===== src/rtl/core/decimal_text_to_fixed_point_macros.svh =====
// Assertion macros for the decimal text to fixed point block.
// Used by the top level only; expects clk and rst_n in the calling scope.
`ifndef DECIMAL_TEXT_TO_FIXED_POINT_MACROS_SVH
`define DECIMAL_TEXT_TO_FIXED_POINT_MACROS_SVH
`ifndef SYNTHESIS
`define DTFX_ASSERT_NOW(label, ante, cons) \
  label: assert property (@(posedge clk) disable iff (!rst_n) (ante) |-> (cons)) \
    else $error("dtfx assertion failed");
`define DTFX_ASSERT_NEXT(label, ante, cons) \
  label: assert property (@(posedge clk) disable iff (!rst_n) (ante) |=> (cons)) \
    else $error("dtfx assertion failed");
`else
`define DTFX_ASSERT_NOW(label, ante, cons)
`define DTFX_ASSERT_NEXT(label, ante, cons)
`endif
`endif


===== src/rtl/core/dtfx_pkg.sv =====
// Shared types, constants and the fraction scale table of the decimal text parser.
// No dependencies; imported by every module of the block.
package dtfx_pkg;

  localparam int INT_BITS_DEF  = 40;
  localparam int FRAC_BITS_DEF = 24;
  localparam int VAL_W         = 64;
  localparam int FSUM_W        = 48;
  localparam int SCALE_W       = 29;
  localparam int DIGIT_W       = 9;
  localparam int FCNT_W        = 4;
  localparam int Q_DEPTH       = 2;
  localparam int Q_PTR_W       = $clog2(Q_DEPTH);

  localparam logic [7:0] CH_NUL   = 8'd0;
  localparam logic [7:0] CH_TAB   = 8'd9;
  localparam logic [7:0] CH_CR    = 8'd13;
  localparam logic [7:0] CH_SPACE = 8'd32;
  localparam logic [7:0] CH_PLUS  = 8'd43;
  localparam logic [7:0] CH_MINUS = 8'd45;
  localparam logic [7:0] CH_DOT   = 8'd46;
  localparam logic [7:0] CH_ZERO  = 8'd48;

  localparam logic [FCNT_W-1:0] FRAC_DIGITS_MAX = 4'd10;

  typedef enum logic [1:0] {
    KIND_INT,
    KIND_FRAC,
    KIND_END
  } op_kind_t;

  typedef struct packed {
    op_kind_t                   kind;
    logic signed [DIGIT_W-1:0]  digit;
    logic [FCNT_W-1:0]          frac_idx;
    logic                       negative;
  } op_entry_t;

  typedef struct packed {
    logic valid;
    logic full;
  } q_stat_t;

  typedef struct packed {
    logic st_valid;
    logic st_ready;
  } back_stat_t;

  // Scale of the k-th fraction digit in Q0.32, each step (prev + 5) / 10.
  function automatic logic [SCALE_W-1:0] frac_scale(input logic [FCNT_W-1:0] idx);
    logic [SCALE_W-1:0] s;
    s = '0;
    unique case (idx)
      4'd1:    s = 29'd429496730;
      4'd2:    s = 29'd42949673;
      4'd3:    s = 29'd4294967;
      4'd4:    s = 29'd429497;
      4'd5:    s = 29'd42950;
      4'd6:    s = 29'd4295;
      4'd7:    s = 29'd430;
      4'd8:    s = 29'd43;
      4'd9:    s = 29'd4;
      default: s = '0;
    endcase
    return s;
  endfunction

endpackage


===== src/rtl/core/dtfx_front.sv =====
// Front end: accepts text bytes, tracks the parse phase, sign and fraction position.
// Depends on dtfx_pkg; pushes digit and end operations into dtfx_queue.
module dtfx_front (
  input  logic                clk,
  input  logic                rst_n,
  input  logic                in_valid,
  input  logic [7:0]          in_char,
  output logic                in_ready,
  input  logic                q_full,
  output logic                push,
  output dtfx_pkg::op_entry_t push_entry
);
  import dtfx_pkg::*;

  typedef enum logic [1:0] {
    PH_SPACE,
    PH_SIGN,
    PH_INT,
    PH_FRAC
  } phase_t;

  phase_t              phase_r, phase_nxt;
  logic                neg_r, neg_nxt;
  logic [FCNT_W-1:0]   fcnt_r, fcnt_nxt;
  logic                accept;
  logic                is_space;
  logic signed [DIGIT_W-1:0] digit;

  assign in_ready = !q_full;
  assign accept   = in_valid && in_ready;
  assign is_space = ((in_char >= CH_TAB) && (in_char <= CH_CR)) || (in_char == CH_SPACE);
  assign digit    = $signed({1'b0, in_char} - {1'b0, CH_ZERO});

  always_comb begin
    phase_nxt           = phase_r;
    neg_nxt             = neg_r;
    fcnt_nxt            = fcnt_r;
    push                = 1'b0;
    push_entry.kind     = KIND_INT;
    push_entry.digit    = digit;
    push_entry.frac_idx = fcnt_r;
    push_entry.negative = neg_r;
    if (accept) begin
      if (in_char == CH_NUL) begin
        push            = 1'b1;
        push_entry.kind = KIND_END;
        phase_nxt       = PH_SPACE;
        neg_nxt         = 1'b0;
        fcnt_nxt        = '0;
      end else begin
        unique case (phase_r) inside
          PH_SPACE, PH_SIGN: begin
            if ((phase_r == PH_SPACE) && is_space) begin
              phase_nxt = PH_SPACE;
            end else if ((in_char == CH_PLUS) || (in_char == CH_MINUS)) begin
              phase_nxt = PH_SIGN;
              if (in_char == CH_MINUS) begin
                neg_nxt = !neg_r;
              end
            end else if (in_char == CH_DOT) begin
              phase_nxt = PH_FRAC;
            end else begin
              phase_nxt = PH_INT;
              push      = 1'b1;
            end
          end
          PH_INT: begin
            if (in_char == CH_DOT) begin
              phase_nxt = PH_FRAC;
            end else begin
              push = 1'b1;
            end
          end
          PH_FRAC: begin
            if (fcnt_r != FRAC_DIGITS_MAX) begin
              fcnt_nxt = fcnt_r + 1'b1;
            end
            push                = 1'b1;
            push_entry.kind     = KIND_FRAC;
            push_entry.frac_idx = fcnt_nxt;
          end
          default: phase_nxt = PH_SPACE;
        endcase
      end
    end
  end

  always_ff @(posedge clk) begin
    if (!rst_n) begin
      phase_r <= PH_SPACE;
      neg_r   <= 1'b0;
      fcnt_r  <= '0;
    end else begin
      phase_r <= phase_nxt;
      neg_r   <= neg_nxt;
      fcnt_r  <= fcnt_nxt;
    end
  end

endmodule


===== src/rtl/core/dtfx_queue.sv =====
// Short operation queue between the front end and the arithmetic back end.
// Depends on dtfx_pkg for the entry type and depth.
module dtfx_queue (
  input  logic                clk,
  input  logic                rst_n,
  input  logic                push,
  input  dtfx_pkg::op_entry_t push_entry,
  input  logic                pop,
  output dtfx_pkg::op_entry_t head,
  output dtfx_pkg::q_stat_t   stat
);
  import dtfx_pkg::*;

  op_entry_t            mem_r [Q_DEPTH];
  logic [Q_PTR_W-1:0]   wptr_r, rptr_r;
  logic [Q_PTR_W:0]     count_r, count_nxt;
  logic                 do_push, do_pop;

  assign stat.valid = (count_r != '0);
  assign stat.full  = (count_r == (Q_PTR_W + 1)'(Q_DEPTH));
  assign do_push    = push && !stat.full;
  assign do_pop     = pop && stat.valid;
  assign head       = mem_r[rptr_r];

  always_comb begin
    count_nxt = count_r;
    if (do_push && !do_pop) begin
      count_nxt = count_r + 1'b1;
    end else if (do_pop && !do_push) begin
      count_nxt = count_r - 1'b1;
    end
  end

  always_ff @(posedge clk) begin
    if (!rst_n) begin
      wptr_r  <= '0;
      rptr_r  <= '0;
      count_r <= '0;
    end else begin
      count_r <= count_nxt;
      if (do_push) begin
        wptr_r <= (wptr_r == Q_PTR_W'(Q_DEPTH - 1)) ? '0 : wptr_r + 1'b1;
      end
      if (do_pop) begin
        rptr_r <= (rptr_r == Q_PTR_W'(Q_DEPTH - 1)) ? '0 : rptr_r + 1'b1;
      end
    end
  end

  always_ff @(posedge clk) begin
    if (do_push) begin
      mem_r[wptr_r] <= push_entry;
    end
  end

endmodule


===== src/rtl/core/dtfx_back.sv =====
// Back end: integer and fraction accumulators, result assembly and output register.
// Depends on dtfx_pkg; takes operations from dtfx_queue.
module dtfx_back #(
  parameter int INT_BITS  = dtfx_pkg::INT_BITS_DEF,
  parameter int FRAC_BITS = dtfx_pkg::FRAC_BITS_DEF
) (
  input  logic                            clk,
  input  logic                            rst_n,
  input  dtfx_pkg::op_entry_t             head,
  input  dtfx_pkg::q_stat_t               q_stat,
  output logic                            pop,
  output dtfx_pkg::back_stat_t            stat,
  output logic                            out_valid,
  input  logic                            out_ready,
  output logic [dtfx_pkg::VAL_W-1:0]      out_value,
  output logic                            out_ovf
);
  import dtfx_pkg::*;

  localparam int SH  = 32 - FRAC_BITS;
  localparam int TW  = INT_BITS + 5;
  localparam logic [FSUM_W-1:0] HALF = (FSUM_W'(1) << SH) >> 1;

  logic [INT_BITS-1:0]        int_r, int_nxt;
  logic signed [FSUM_W-1:0]   frac_r, frac_nxt;
  logic                       ovf_r, ovf_nxt;
  logic [TW-1:0]              int_ext, int_step;
  logic [TW-INT_BITS:0]       int_top;
  logic signed [38:0]         prod;
  logic signed [FSUM_W-1:0]   frac_shift;
  logic [VAL_W-1:0]           sum_val;

  logic                       st_valid_r;
  logic [VAL_W-1:0]           st_sum_r;
  logic                       st_neg_r;
  logic                       st_ovf_r;
  logic                       st_ready, out_free;
  logic                       take_end;

  logic                       out_valid_r;
  logic [VAL_W-1:0]           out_value_r;
  logic                       out_ovf_r;

  assign out_free = !out_valid_r || out_ready;
  assign st_ready = !st_valid_r || out_free;
  assign pop      = q_stat.valid && ((head.kind != KIND_END) || st_ready);
  assign take_end = pop && (head.kind == KIND_END);

  assign stat.st_valid = st_valid_r;
  assign stat.st_ready = st_ready;

  assign int_ext  = {{5{int_r[INT_BITS-1]}}, int_r};
  assign int_step = (int_ext << 3) + (int_ext << 1)
                  + {{(TW-DIGIT_W){head.digit[DIGIT_W-1]}}, head.digit};
  assign int_top  = int_step[TW-1:INT_BITS-1];

  assign prod = 39'(head.digit) * 39'($signed({1'b0, frac_scale(head.frac_idx)}));

  assign frac_shift = frac_r >>> SH;
  assign sum_val = ({{(VAL_W-INT_BITS){int_r[INT_BITS-1]}}, int_r} << FRAC_BITS)
                 + {{(VAL_W-FSUM_W){frac_shift[FSUM_W-1]}}, frac_shift};

  always_comb begin
    int_nxt  = int_r;
    frac_nxt = frac_r;
    ovf_nxt  = ovf_r;
    if (pop) begin
      case (head.kind)
        KIND_INT: begin
          int_nxt = int_step[INT_BITS-1:0];
          if (!((&int_top) || !(|int_top))) begin
            ovf_nxt = 1'b1;
          end
        end
        KIND_FRAC: begin
          frac_nxt = frac_r + {{(FSUM_W-39){prod[38]}}, prod};
        end
        default: begin
          int_nxt  = '0;
          frac_nxt = $signed(HALF);
          ovf_nxt  = 1'b0;
        end
      endcase
    end
  end

  always_ff @(posedge clk) begin
    if (!rst_n) begin
      int_r       <= '0;
      frac_r      <= $signed(HALF);
      ovf_r       <= 1'b0;
      st_valid_r  <= 1'b0;
      out_valid_r <= 1'b0;
    end else begin
      int_r  <= int_nxt;
      frac_r <= frac_nxt;
      ovf_r  <= ovf_nxt;
      if (st_ready) begin
        st_valid_r <= take_end;
      end
      if (out_free) begin
        out_valid_r <= st_valid_r;
      end
    end
  end

  always_ff @(posedge clk) begin
    if (take_end) begin
      st_sum_r <= sum_val;
      st_neg_r <= head.negative;
      st_ovf_r <= ovf_r;
    end
    if (out_free && st_valid_r) begin
      out_value_r <= st_neg_r ? (VAL_W'(0) - st_sum_r) : st_sum_r;
      out_ovf_r   <= st_ovf_r;
    end
  end

  assign out_valid = out_valid_r;
  assign out_value = out_value_r;
  assign out_ovf   = out_ovf_r;

endmodule


===== src/rtl/core/decimal_text_to_fixed_point.sv =====
// Decimal text to signed fixed point converter.
// A byte-wide input stream carries text one character per beat. A zero byte
// ends the number and produces one result beat; no other byte produces output.
// The result carries the value in tdata (64-bit two's complement with FRAC_BITS
// fraction bits) and the integer overflow flag in tuser.
// Throughput is one input beat per cycle while in_tready is high: the front end
// classifies each byte in the cycle it is accepted, and the back end applies
// one digit per cycle with a single constant multiply by ten and one
// digit-by-scale product. A result goes through the stage and output registers.
// When the receiver holds out_tready low, up to two results wait in the output
// pipeline and the operation queue fills; in_tready then drops until the
// output drains. Digit bytes keep flowing while a result waits.
// Reset clears the parse state, the queue and the output pipeline; no result
// is pending afterwards and the next byte starts a new number.
module decimal_text_to_fixed_point #(
  parameter int INT_BITS  = dtfx_pkg::INT_BITS_DEF,
  parameter int FRAC_BITS = dtfx_pkg::FRAC_BITS_DEF
) (
  input  logic                         clk,
  input  logic                         rst_n,
  input  logic                         in_tvalid,
  output logic                         in_tready,
  input  logic [7:0]                   in_tdata,   // [7:0] character
  output logic                         out_tvalid,
  input  logic                         out_tready,
  output logic [dtfx_pkg::VAL_W-1:0]   out_tdata,  // [63:0] value
  output logic                         out_tuser   // [0] overflow
);
  import dtfx_pkg::*;

`include "decimal_text_to_fixed_point_macros.svh"

  logic        push, pop;
  op_entry_t   push_entry, head;
  q_stat_t     q_stat;
  back_stat_t  b_stat;

  dtfx_front u_front (
    .clk        (clk),
    .rst_n      (rst_n),
    .in_valid   (in_tvalid),
    .in_char    (in_tdata),
    .in_ready   (in_tready),
    .q_full     (q_stat.full),
    .push       (push),
    .push_entry (push_entry)
  );

  dtfx_queue u_queue (
    .clk        (clk),
    .rst_n      (rst_n),
    .push       (push),
    .push_entry (push_entry),
    .pop        (pop),
    .head       (head),
    .stat       (q_stat)
  );

  dtfx_back #(
    .INT_BITS  (INT_BITS),
    .FRAC_BITS (FRAC_BITS)
  ) u_back (
    .clk       (clk),
    .rst_n     (rst_n),
    .head      (head),
    .q_stat    (q_stat),
    .pop       (pop),
    .stat      (b_stat),
    .out_valid (out_tvalid),
    .out_ready (out_tready),
    .out_value (out_tdata),
    .out_ovf   (out_tuser)
  );

  `DTFX_ASSERT_NOW(a_full_holds_end, q_stat.full, head.kind == KIND_END)
  `DTFX_ASSERT_NEXT(a_stage_refills, b_stat.st_valid && (!out_tvalid || out_tready), out_tvalid)
  `DTFX_ASSERT_NOW(a_pop_only_valid, pop, q_stat.valid)
  `DTFX_ASSERT_NOW(a_end_has_room, pop && (head.kind == KIND_END), b_stat.st_ready)

endmodule


===== config.mk =====
export PLATFORM = sky130hd
export DESIGN_NAME = decimal_text_to_fixed_point
export DESIGN_NICKNAME = d
export VERILOG_FILES = /design/src/rtl/core/dtfx_pkg.sv /design/src/rtl/core/dtfx_front.sv /design/src/rtl/core/dtfx_queue.sv /design/src/rtl/core/dtfx_back.sv /design/src/rtl/core/decimal_text_to_fixed_point.sv
export VERILOG_INCLUDE_DIRS = /design/src /design/src/rtl/core
export SDC_FILE = /design/constraint.sdc
export NUM_CORES = 1
export LEC_CHECK = 0
export BUFFER_PORTS_ARGS = -buffer_cell sky130_fd_sc_hd__buf_2
export CAP_MARGIN = 5
export CORE_ASPECT_RATIO = 0.75
export CORE_MARGIN = 2
export CORE_UTILIZATION = 40
export DETAILED_ROUTE_END_ITERATION = 10
export PLACE_DENSITY = 0.65
export SYNTH_ARGS = -nofsm -noshare
export SYNTH_HDL_FRONTEND = slang
export SYNTH_SLANG_ARGS = --single-unit

===== constraint.sdc =====
create_clock -name clk -period 10.33 [get_ports clk]
set_clock_uncertainty 0.05 [all_clocks]
set_input_delay 0 -clock clk [delete_from_list [all_inputs] [get_ports clk]]
set_output_delay 0 -clock clk [all_outputs]
set_load 0.01 [all_outputs]

### Word level (Yosys, flattened, before mapping)

Memory sizes are Yosys's and may differ from the RTL's. A register that Yosys moved wholly into a read port is not among the register bits.
Index checks and enable logic that the tools add are counted.

* add/subtract/negate cells: 11
* multipliers: 1
* $lt $le $gt $ge: 2
* eq/ne operators: 16
* mux-type cells: 38
* bitwise gates (word level): 2
* reduce and logical (&&, ||, !) cells: 39

Operators with widths (count)
* $pmux 48 s2: 1
* $pmux 40 s2: 1
* $add 64x64->64: 1
* $mux 64: 1
* $sub 1x64->64 const A: 1
* $add 48x48->48: 1
* $add 44x9->45: 1
* $add 43x41->44: 1
* $mul 9x30->39: 1
* $eq 8x6->1 const B: 4
* $mux 4: 5
* $mux 1: 19
* $mux 2: 8
* $logic_and 1x1->1: 10
* $reduce_bool 2->1: 5
* $sub 8x6->9 const B: 1
* $eq 2x2->1 const B: 4
* $ge 8x4->1 const B: 1
* $le 8x4->1 const B: 1
* $logic_not 8->1: 1
* $logic_not 1->1: 7
* $logic_or 1x1->1: 6
* $pmux 2 s3: 1
* $reduce_and 3->1: 2
* other kinds (18): 25

* bits in registers: 233
* memory bits (writable): 32
* bits in read-only memories: 432
* output and inout port bits: 67
* logic and storage cells: 127
* memories kept: 2

Memory list
* (no name shown): words 16, bits a word 27, rd ports 1, clocked after Yosys merged registers in 0, wr ports 0, line dtfx_pkg.sv:53 `unique case (idx)`
* u_queue.mem_r: words 2, bits a word 16, rd ports 1, clocked after Yosys merged registers in 1, wr ports 1, line dtfx_queue.sv:14 `op_entry_t mem_r [Q_DEPTH];`

### Depth between registers and ports, before layout

* word-level depth: 13
* gate-level depth with buffers: 40
* gate-level depth less buffers: 39

### Hierarchy

From an unflattened synthesis, not the netlist that was laid out.

* cell total of the unflattened synthesis: 2689
* area total of the unflattened synthesis: 26058.7 µm²

By module, submodules not included
* dtfx_back: times used 1, cells an instance 2526, area each 23980.5 µm², sequential area each 5755.5 µm²
* dtfx_queue: times used 1, cells an instance 75, area each 1390.1 µm², sequential area each 1061.0 µm²
* dtfx_front: times used 1, cells an instance 88, area each 688.2 µm², sequential area each 140.1 µm²

### Worst setup path before layout

Ideal clock, no wire load.

* path type: register to register
* start: register with a tool-made name
* end: register u_back.frac_r[45]
* library setup time: 0.128 ns
* arrival time: 9.035 ns
* data required time: 10.152 ns
* setup slack: 1.117 ns
* stages on the path, launching flop included: 33
* period minus slack after synthesis: 9.213 ns
* path through: dfxtp_1 buf_1 mux2i_1 inv_1 nand2_1 fa_1 fa_1 inv_1 fa_1 fa_1 fa_1 ha_1 a21o_1 a21oi_1 a21oi_1 o21ai_0 and2_1 o21ai_0 a21o_1 a21o_1 a21oi_1 xnor2_1 ha_1 nor3_1 nor2_1 o41ai_1 o21ai_0 a2111oi_0 o31ai_1 a221oi_1 a21oi_1 xnor2_1 o21ai_0

RTL lines
* to (signal assigned): line dtfx_back.sv:90 `frac_r <= $signed(HALF);`
* to (signal assigned): line dtfx_back.sv:96 `frac_r <= frac_nxt;`
* to (decl): line dtfx_back.sv:25 `logic signed [FSUM_W-1:0] frac_r, frac_nxt;`

==> metrics <==
flops & latches, synth approximately 270; wire length on met2 22600 µm; FP Rows 80; global route overflow 0; cell count of the worst hold path 2; top layer in use met4; n_diodes 0; width of the chip around 300 µm; utilization of the core after routing 0.446; status complete, no violations; DRT Pass-1 Iters 6; number of clock sinks 266; routed length per instance around 17 µm; required time of the worst setup path 10.74 ns; data arrival at the endpoint of the critical path 10.04 ns; crit path time final 9.63 ns; slowest stage delay, CP a little over 0.6 ns; count of unique library cells instantiated by Yosys 75; final hold violation count 0; transition time at the pin with the least slew margin 0.949 ns; effective utilization at floorplan 0.405; Die ar. between 60000 and 70000 µm²; global-route wire length before repair 104000 µm; vias in the first global route between 15000 and 20000; Post-Syn Instances 2765; routed length on met3 6080 µm; total length of routed wires 64500 µm; clock tree root buffer cell sky130_fd_sc_hd__clkbuf_16; number of top-level pins 79; cell mode on critical path sky130_fd_sc_hd__ha_1; critical path type flip-flop to flip-flop; worst reg2reg path endpoint u_back.frac_r[42]$_SDFFE_PN0P_; later-pin clock latency in the skew report approximately 0.60 ns; number of synthesized flops with an enable pin 163; I/O Buffers 78; DP Wirelength 51400 µm; Final Max Slew Viols 0; core footprint 63700 µm²; final setup fails 0; critical path fanouts, max 14; RSZ-0062 raised after global routing no; total routing resource utilization after global routing 0.192; met1 WL 35000 µm; register area share after synthesis 0.270; startpoint of the tightest hold check path in_tdata[3]; most used flip-flop cell after synthesis sky130_fd_sc_hd__edfxtp_1; antenna violations before repair 0; vias per inst ~5.4; total of max-cap violations 0; clock-pin transition on the worst setup and hold timing paths about 0.07 ns; warnings from Yosys 0; cell with the largest stage delay on the worst path sky130_fd_sc_hd__o31ai_1; count of routing violations after the opening detailed-route iteration 1653; net count of the finished layout 3323; endpoint of the worst hold path u_queue.mem_r[1][8]$_DFFE_PP_; number of post-CTS setup repair buffers 0; final-layout worst hold slack a little under 0.2 ns; depth of the most critical reg-to-reg path 36; Routed Antenna Nets 0; placed cell count 3660; async set or reset register ratio after synthesis 0; maximum number of pins on one net before global-route repair 68; CTS HTree Levels 1; Final TNS setup 0 ns; final routed DRC violation total 0; filler cell count in the final layout between 6000 and 7000; weighted congestion at the end of routability-driven global placement 0.946; total vias in the final route 20000; most numerous cell in the Yosys netlist sky130_fd_sc_hd__nor2_1; largest cells by area after synthesis sky130_fd_sc_hd__edfxtp_1 (19%), sky130_fd_sc_hd__fa_1 (17%), sky130_fd_sc_hd__ha_1 (12%); CTS max path bufs 3; area fraction of the dominant cell type after synthesis 0.190; sequential cell area in the final layout approximately 7000 µm²; clock tree from TritonCTS done; cts bufs inserted 29; cell type contributing the most total cell area after synthesis sky130_fd_sc_hd__edfxtp_1; startpoint class of the critical path flip-flop; post-route non-filler standard cell count about 3700; Post-Syn Nets 3246; share of final-layout standard cells stronger than drive strength 1 0.0750; vertical extent of the die about 220 µm; post-route fraction of the period consumed by the critical path 0.932; Mapped Area 25800 µm²; worst-case register-to-register setup slack 0.70 ns; combined area of the multi-input logic cells 17700 µm²; average instance area after synthesis 9.33 µm²; kind of capture point of the worst setup path flip-flop; cell types with the highest counts after synthesis sky130_fd_sc_hd__nor2_1 (307), sky130_fd_sc_hd__ha_1 (254), sky130_fd_sc_hd__inv_1 (231); path category of the worst min-delay check input port to flip-flop; area added between synthesis and finish 10.0%; highest achievable clock rate 104 MHz; slew margin rel. 0.367
-- through the flow --
step	area (µm²)	worst slack [ns]
global route	28400	0.0230
global placement	27300	0.530
floorplan	25800	1.12
CTS	28400	0.330
detailed placement	27300	0.360
finish	28400	0.700
-- sequential cells by signal, summed over array words and instances, names as in the netlist, 2 cells and up, named ones only --
register	count
u_back.out_value	64
u_back.frac_r	48
u_front.fcnt_r	4
u_back.int_r	40
u_queue.count_r	2
u_front.phase_r	2
u_queue.mem_r	32
u_back.st_sum_r	64
-- how the worst max path moves through the flow --
stage	from	to	slack, ns	cells past startpoint
3_3_place_gp	flip-flop	u_back.frac_r[45]$_SDFFE_PN0P_	0.53	36
6_report	flip-flop	u_back.frac_r[42]$_SDFFE_PN0P_	0.70	36
5_1_grt	flip-flop	u_back.frac_r[45]$_SDFFE_PN0P_	0.02	36
2_1_floorplan	flip-flop	u_back.frac_r[45]$_SDFFE_PN0P_	1.12	32
4_1_cts	flip-flop	u_back.frac_r[45]$_SDFFE_PN0P_	0.33	36
3_5_place_dp	flip-flop	u_back.frac_r[45]$_SDFFE_PN0P_	0.36	36
-- routing by layer --
| metal | GRT usage | vias to the layer above |
|---|---|---|
| met5 | 0 | - |
| met4 | 0.0257 | 0 |
| met3 | 0.0462 | 59 |
| met2 | 0.238 | 694 |
| met1 | 0.327 | 9305 |
| li1 | - | 9900 |
-- kinds of logic (layout without fill, tap and decap cells) --
family,after synthesis,count (layout),share of synthesized area
compound gates,671,671,0.170
xor+xnor,203,203,0.0689
fa+ha+maj,469,469,0.290
buf+inv,312,412,0.0460
flops,266,266,0.270
mux,22,22,0.00873
simple gates,822,822,0.147
-- cells in the final DEF (no fill, tap or decap), drive strengths merged, types with 26 or more instances in the layout --
master | Yosys | final
a21oi | 185 | 185
xor2 | 57 | 57
nor2 | 307 | 307
a211oi | 26 | 26
nand4 | 29 | 29
buf | 6 | 113
inv | 233 | 239
a22oi | 50 | 50
ha | 254 | 254
dfxtp | 103 | 103
nand3 | 39 | 39
and3 | 28 | 28
nor3 | 50 | 50
nand2 | 227 | 227
fa | 215 | 215
xnor2 | 146 | 146
a21o | 97 | 97
o21bai | 27 | 27
clkbuf | 73 | 29
edfxtp | 163 | 163
o21ai | 127 | 127
o31ai | 30 | 30
-- cell type report --
cell class,instances,share of cell area
Inverter,233,0.0308
Clock buffer,29,0.0256
Clock inverter,25,0.00974
Sequential cell,266,0.245
Timing Repair Buffer,125,0.0272
Tap cell,861,0.0379
Multi-Input combinational cell,2187,0.624
-- what timing repair did --
item                                   4_1_cts  5_1_grt
hold buffers                                12        0
gates resized for setup                      0        5
setup endpoints to repair                    0        6
endpoints found under the hold margin       34        0
-- worst max-delay path: cells and delay by family (launching register included) --
family / cells / cell delay [ns]
flip-flops: 1 / 0.52
buffers and inverters: 5 / 0.40
AND/OR/NAND/NOR: 3 / 0.44
multiplexers: 2 / 0.65
adder cells (fa/ha/maj): 9 / 3.35
XOR/XNOR: 2 / 0.50
AO/OA/AOI/OAI: 15 / 3.56
Power is left out: the tool's default activity adds up to more than one toggle a clock period on the data nets, which glitch-free logic cannot reach.
